==> src/rtl/core/vfv_pkg.sv <==
// Shared types and constants for the voxel face visibility block.
// No dependencies; used by vfv_ctrl, vfv_datapath and the top level.
package vfv_pkg;

    // Transaction kinds
    localparam logic KIND_WRITE = 1'b0;
    localparam logic KIND_QUERY = 1'b1;

    // Block types
    localparam logic [1:0] BT_AIR      = 2'd0;
    localparam logic [1:0] BT_STONE    = 2'd1;
    localparam logic [1:0] BT_AMETHYST = 2'd2;
    localparam logic [1:0] BT_OTHER    = 2'd3;

    // Texture indices
    localparam logic [7:0] TEX_STONE    = 8'd1;
    localparam logic [7:0] TEX_AMETHYST = 8'd0;
    localparam logic [7:0] NO_TEXTURE   = 8'd255;

    // Read slots of a query: center, then neighbors in face-mask order
    localparam logic [2:0] NB_CENTER = 3'd0;
    localparam logic [2:0] NB_PX     = 3'd1;
    localparam logic [2:0] NB_PY     = 3'd2;
    localparam logic [2:0] NB_NX     = 3'd3;
    localparam logic [2:0] NB_NY     = 3'd4;
    localparam logic [2:0] NB_PZ     = 3'd5;
    localparam logic [2:0] NB_NZ     = 3'd6;
    localparam logic [2:0] LAST_STEP = 3'd7;

    // Face mask bit positions
    localparam int FACE_PX = 0;
    localparam int FACE_PY = 1;
    localparam int FACE_NX = 2;
    localparam int FACE_NY = 3;
    localparam int FACE_PZ = 4;
    localparam int FACE_NZ = 5;

    // Coordinate width inside the datapath: holds edge up to 64 plus wrap
    localparam int CRD_W = 7;

    typedef enum logic [2:0] {
        ST_CLEAR,
        ST_IDLE,
        ST_WRITE,
        ST_READ,
        ST_DONE
    } vfv_state_t;

    typedef struct packed {
        logic       clear;     // clearing pass write
        logic       capture;   // latch input transaction
        logic       write;     // store captured type at center
        logic       issue;     // memory read for slot idx
        logic [2:0] idx;       // slot addressed this cycle
        logic       consume;   // read data of slot cidx is available
        logic [2:0] cidx;
        logic       load_out;  // load result register
    } vfv_cmd_t;

    typedef struct packed {
        logic clear_last;
        logic out_valid;
    } vfv_status_t;

    function automatic logic [7:0] texture_of(input logic [1:0] bt);
        logic [7:0] tex;
        case (bt)
            BT_STONE:    tex = TEX_STONE;
            BT_AMETHYST: tex = TEX_AMETHYST;
            default:     tex = NO_TEXTURE;
        endcase
        return tex;
    endfunction

endpackage

==> src/rtl/core/vfv_ctrl.sv <==
// Controller state machine for the voxel face visibility block.
// Depends on vfv_pkg; drives vfv_datapath through vfv_cmd_t.
module vfv_ctrl (
    input  logic                 clk,
    input  logic                 rst_n,
    input  logic                 in_valid,
    input  logic                 kind,
    input  logic                 out_ready,
    input  vfv_pkg::vfv_status_t status,
    output logic                 in_ready,
    output vfv_pkg::vfv_cmd_t    cmd
);

    vfv_pkg::vfv_state_t state_reg, state_next;
    logic [2:0]          step_reg, step_next;

    always_ff @(posedge clk or negedge rst_n)
    begin
        if (!rst_n)
        begin
            state_reg <= vfv_pkg::ST_CLEAR;
            step_reg  <= 3'd0;
        end
        else
        begin
            state_reg <= state_next;
            step_reg  <= step_next;
        end
    end

    // Next state
    always_comb
    begin
        state_next = state_reg;
        step_next  = step_reg;
        case (state_reg)
            vfv_pkg::ST_CLEAR:
            begin
                if (status.clear_last)
                    state_next = vfv_pkg::ST_IDLE;
            end
            vfv_pkg::ST_IDLE:
            begin
                step_next = 3'd0;
                if (in_valid)
                    state_next = (kind == vfv_pkg::KIND_QUERY) ? vfv_pkg::ST_READ
                                                               : vfv_pkg::ST_WRITE;
            end
            vfv_pkg::ST_WRITE:
                state_next = vfv_pkg::ST_IDLE;
            vfv_pkg::ST_READ:
            begin
                step_next = step_reg + 3'd1;
                if (step_reg == vfv_pkg::LAST_STEP)
                    state_next = vfv_pkg::ST_DONE;
            end
            vfv_pkg::ST_DONE:
            begin
                if (!status.out_valid || out_ready)
                    state_next = vfv_pkg::ST_IDLE;
            end
            default:
                state_next = vfv_pkg::ST_IDLE;
        endcase
    end

    // Outputs
    always_comb
    begin
        in_ready     = 1'b0;
        cmd          = '0;
        cmd.idx      = vfv_pkg::NB_CENTER;
        cmd.cidx     = vfv_pkg::NB_CENTER;
        case (state_reg)
            vfv_pkg::ST_CLEAR:
                cmd.clear = 1'b1;
            vfv_pkg::ST_IDLE:
            begin
                in_ready    = 1'b1;
                cmd.capture = in_valid;
            end
            vfv_pkg::ST_WRITE:
                cmd.write = 1'b1;
            vfv_pkg::ST_READ:
            begin
                cmd.issue   = (step_reg != vfv_pkg::LAST_STEP);
                cmd.idx     = step_reg;
                cmd.consume = (step_reg != 3'd0);
                cmd.cidx    = step_reg - 3'd1;
            end
            vfv_pkg::ST_DONE:
                cmd.load_out = !status.out_valid || out_ready;
            default:
                in_ready = 1'b0;
        endcase
    end

endmodule

==> config.mk <==
export PLATFORM = sky130hd
export DESIGN_NAME = vfv_ctrl
export DESIGN_NICKNAME = d
export VERILOG_FILES = /design/src/rtl/core/vfv_pkg.sv /design/src/rtl/core/vfv_ctrl.sv
export SDC_FILE = /design/constraint.sdc
export NUM_CORES = 1
export LEC_CHECK = 0
export BUFFER_PORTS_ARGS = -buffer_cell sky130_fd_sc_hd__buf_4
export CORE_AREA = 2 2 39 41
export CTS_CLUSTER_DIAMETER = 120
export DETAILED_ROUTE_END_ITERATION = 7
export DIE_AREA = 0 0 41 43
export MAX_ROUTING_LAYER = met4
export PLACE_DENSITY_LB_ADDON = 0.08
export SLEW_MARGIN = 0
export SYNTH_ARGS = -nofsm -noshare
export SYNTH_HDL_FRONTEND = slang
export SYNTH_SLANG_ARGS = --single-unit
==> constraint.sdc <==
create_clock -name clk -period 1.5 [get_ports clk]
set_input_delay 0.45 -clock clk [delete_from_list [all_inputs] [get_ports clk]]
set_output_delay 0.45 -clock clk [all_outputs]
set_load 0.005 [all_outputs]
==> impl_metrics.csv <==
group,metric,value,unit
route,routed_wl,999,um
timing,slew-limit-headroom,0.853,
layout,drive_above_1_share,0.551,
clock_tree,clock_sinks,6,
clock_tree,clk_path_buf_depth,2,
critical_path,r2r_cells,6,
layout,post-route-util,0.517,
floorplanning,dieArea,0.00176,mm^2
critical_path,path_max_fanout,3,
clock_tree,clkTransAtPathRegs,0.05,ns
placement,hpwlAfterDp,730,um
route,drt_first_pass_iters,5,
global_route,grt_pass1_wl,1610,um
synthesis,synth_cell_types,22,
timing,min_period,1.63,ns
power,p_total,1.39,mW
synthesis,syn-cell-area,418,um^2
flow_run,drv_cap,0,
synthesis,synth_compound_area_frac,0.108,
clock_tree,cts-root-buf,"clkbuf_4",
global_route,grt.total_usage,0.137,
floorplanning,die_x,41,um
floorplanning,die_y,43,um
run_status,failed_checks,"setup timing",
critical_path,crit_chain,"inv_2, ha_4, nor2_1, buf_4",
timing,fin_ws,-0.126,ns
synthesis,yosysWarnings,0,
synthesis,synthSimpleGateAreaFrac,0.284,
route,wl_per_cell,10.6,um
layout,layout.nets,91,
timing,whs,0.00852,ns
synthesis,netlist_instances,51,
layout,n_antenna_cell,0,
global_route,grt_pass1_vias,395,
floorplanning,initial_core_util,0.302,
synthesis,syn-num-nets,62,
route,drtAntennaViolNets,0,
critical_path,crit_path_max_incr_delay,0.40,ns
clock_tree,postCtsHoldBufs,0,
timing,worst_slew_pin_slew,0.221,ns
run_status,status,"complete, but fails checks",
placement,dp_slack,0.0375,ns
synthesis,synth-xor-area-share,0.0210,
timing,fin_tns_setup,-1.04,ns
layout,fillers,134,
power,ir_drop,0.989,mV
synthesis,syn_area_per_cell,8.19,um^2
critical_path,cp_slowest_cell,"dfrtp_1",
hold_path,hold_path_class,"in -> async",
critical_path,worstSetupPathType,"reg -> out",
clock_tree,cts_tree,"done",
placement,port_buffers,19,
synthesis,synthMuxAreaShare,0.0240,
power,p_leak,0.353,nW
timing,setup_violations,12,
critical_path,cp_data_required_time,1.05,ns
synthesis,synth_fa_ha_area_frac,0.120,
floorplanning,num_rows,14,
layout,regArea,153,um^2
timing,grt_setup_unrepaired,"true",
floorplanning,core_area,0.00138,mm^2
synthesis,synth-seq-cells,6,
layout,syn_to_final_growth,71.3,%
timing,finClkSkew,0.00191,ns
critical_path,start_kind,"flop",
timing,finalCritPeriodShare,1.08,
layout,multi_input_area,310,um^2
synthesis,synth_top_family_by_area,"simple AND/OR/NAND/NOR gates",
power,power.density,1950,mW/mm^2
clock_tree,cts_buffers,3,
floorplanning,io_pins,20,
clock_tree,cts-htree-levels,1,
timing,hold_viol,0,
placement,gp_congestion,0.730,
critical_path,arrival,1.18,ns
route,vias,424,
critical_path,worstSetupEndpointType,"primary output",
route,drtIter0Drc,5,
route,drcViolationCount,0,
timing,fmax,0.615,GHz
global_route,grt_max_degree,8,
timing,slew_violations,0,
route,routed_via_density,4.51,
global_route,grt_remaining_overflow,0,
synthesis,ys_seq_area_frac,0.359,
global_route,grt_antenna_before_repair,0,
clock_tree,clk_latency,0.24,ns
routing by layer:
metal / share of wire / GRT usage
met3: 0.079 / 0.0157
met2: 0.47 / 0.209
met5: 0 / -
met1: 0.45 / 0.176
met4: 0 / 0.0600
power breakdown:
group / total [mW] / internal (mW) / switching (mW)
clock network: 0.145 / 0.0903 / 0.0545
registers: 0.328 / 0.228 / 0.0994
logic: 0.922 / 0.536 / 0.386
worst max-delay path: cells and delay by family, from the launching register on:
kind	cells	cell delay, ns
buf+inv	2	0.23
fa+ha+maj	1	0.21
simple gates	1	0.09
flops	1	0.40
through the flow:
step | area, um^2 | std cells
2_1_floorplan | 418 | 51
3_3_place_gp | 598 | 88
3_5_place_dp | 598 | 88
4_1_cts | 701 | 94
5_1_grt | 716 | 94
6_report | 716 | 94
worst paths after layout:
kind	from	endpoint	slack [ns]
max	step_reg[1]	cmd[2]	-0.13
min	rst_n	step_reg[2]	0.009
max reg2reg	step_reg[1]	state_reg[0]	0.11
min reg2reg	step_reg[1]	step_reg[1]	0.54
max in group asynchronous	rst_n	state_reg[0]	1.36
min in group clk	in_valid	state_reg[1]	0.49
cells in the final DEF (no fill, tap or decap), drive strengths merged:
cell type   n
nor2       12
inv         4
mux2i       1
dfrtp       6
nand2       5
nand3       1
nor3        1
a21o        1
or4         1
nor2b       1
nor3b       1
a21oi       1
o211a       1
ha          4
and2        1
clkbuf      3
nand3b      2
nand2b      1
o21ai       3
a22oi       1
xnor2       1
buf        26
logic make-up after synthesis:
logic type	after synthesis
mux	1
flops	6
simple gates	25
xor+xnor	1
compound gates	7
fa+ha+maj	4
buf+inv	7
cells in the mapped netlist (all sizes together):
cell / instances / area share
nor2: 12 / 0.11
dfrtp: 6 / 0.36
nand2: 5 / 0.045
ha: 4 / 0.12
inv: 4 / 0.036
o21ai: 3 / 0.036
buf: 2 / 0.036
a21o: 1 / 0.018
a21oi: 1 / 0.012
a22oi: 1 / 0.018
and2: 1 / 0.015
clkbuf: 1 / 0.012
mux2i: 1 / 0.024
nand2b: 1 / 0.015
nand3: 1 / 0.012
nand3b: 1 / 0.027
nor2b: 1 / 0.015
nor3: 1 / 0.012
nor3b: 1 / 0.018
o211a: 1 / 0.024
or4: 1 / 0.018
xnor2: 1 / 0.021
what timing repair did:
action,4_1_cts,5_1_grt
resized for setup,12,3
gates cloned,1,0
setup buffers,2,0
endpoints found under the setup margin,12,13
pin swaps,4,2
layout make-up:
| cell class | count | area share |
|---|---|---|
| multi-input combinational | 39 | 0.434 |
| timing repair buffer | 26 | 0.273 |
| inverter | 4 | 0.0210 |
| sequential | 6 | 0.213 |
| tap | 16 | 0.0280 |
| clock buffer | 3 | 0.0315 |
Power figures use the tool's default switching activity.
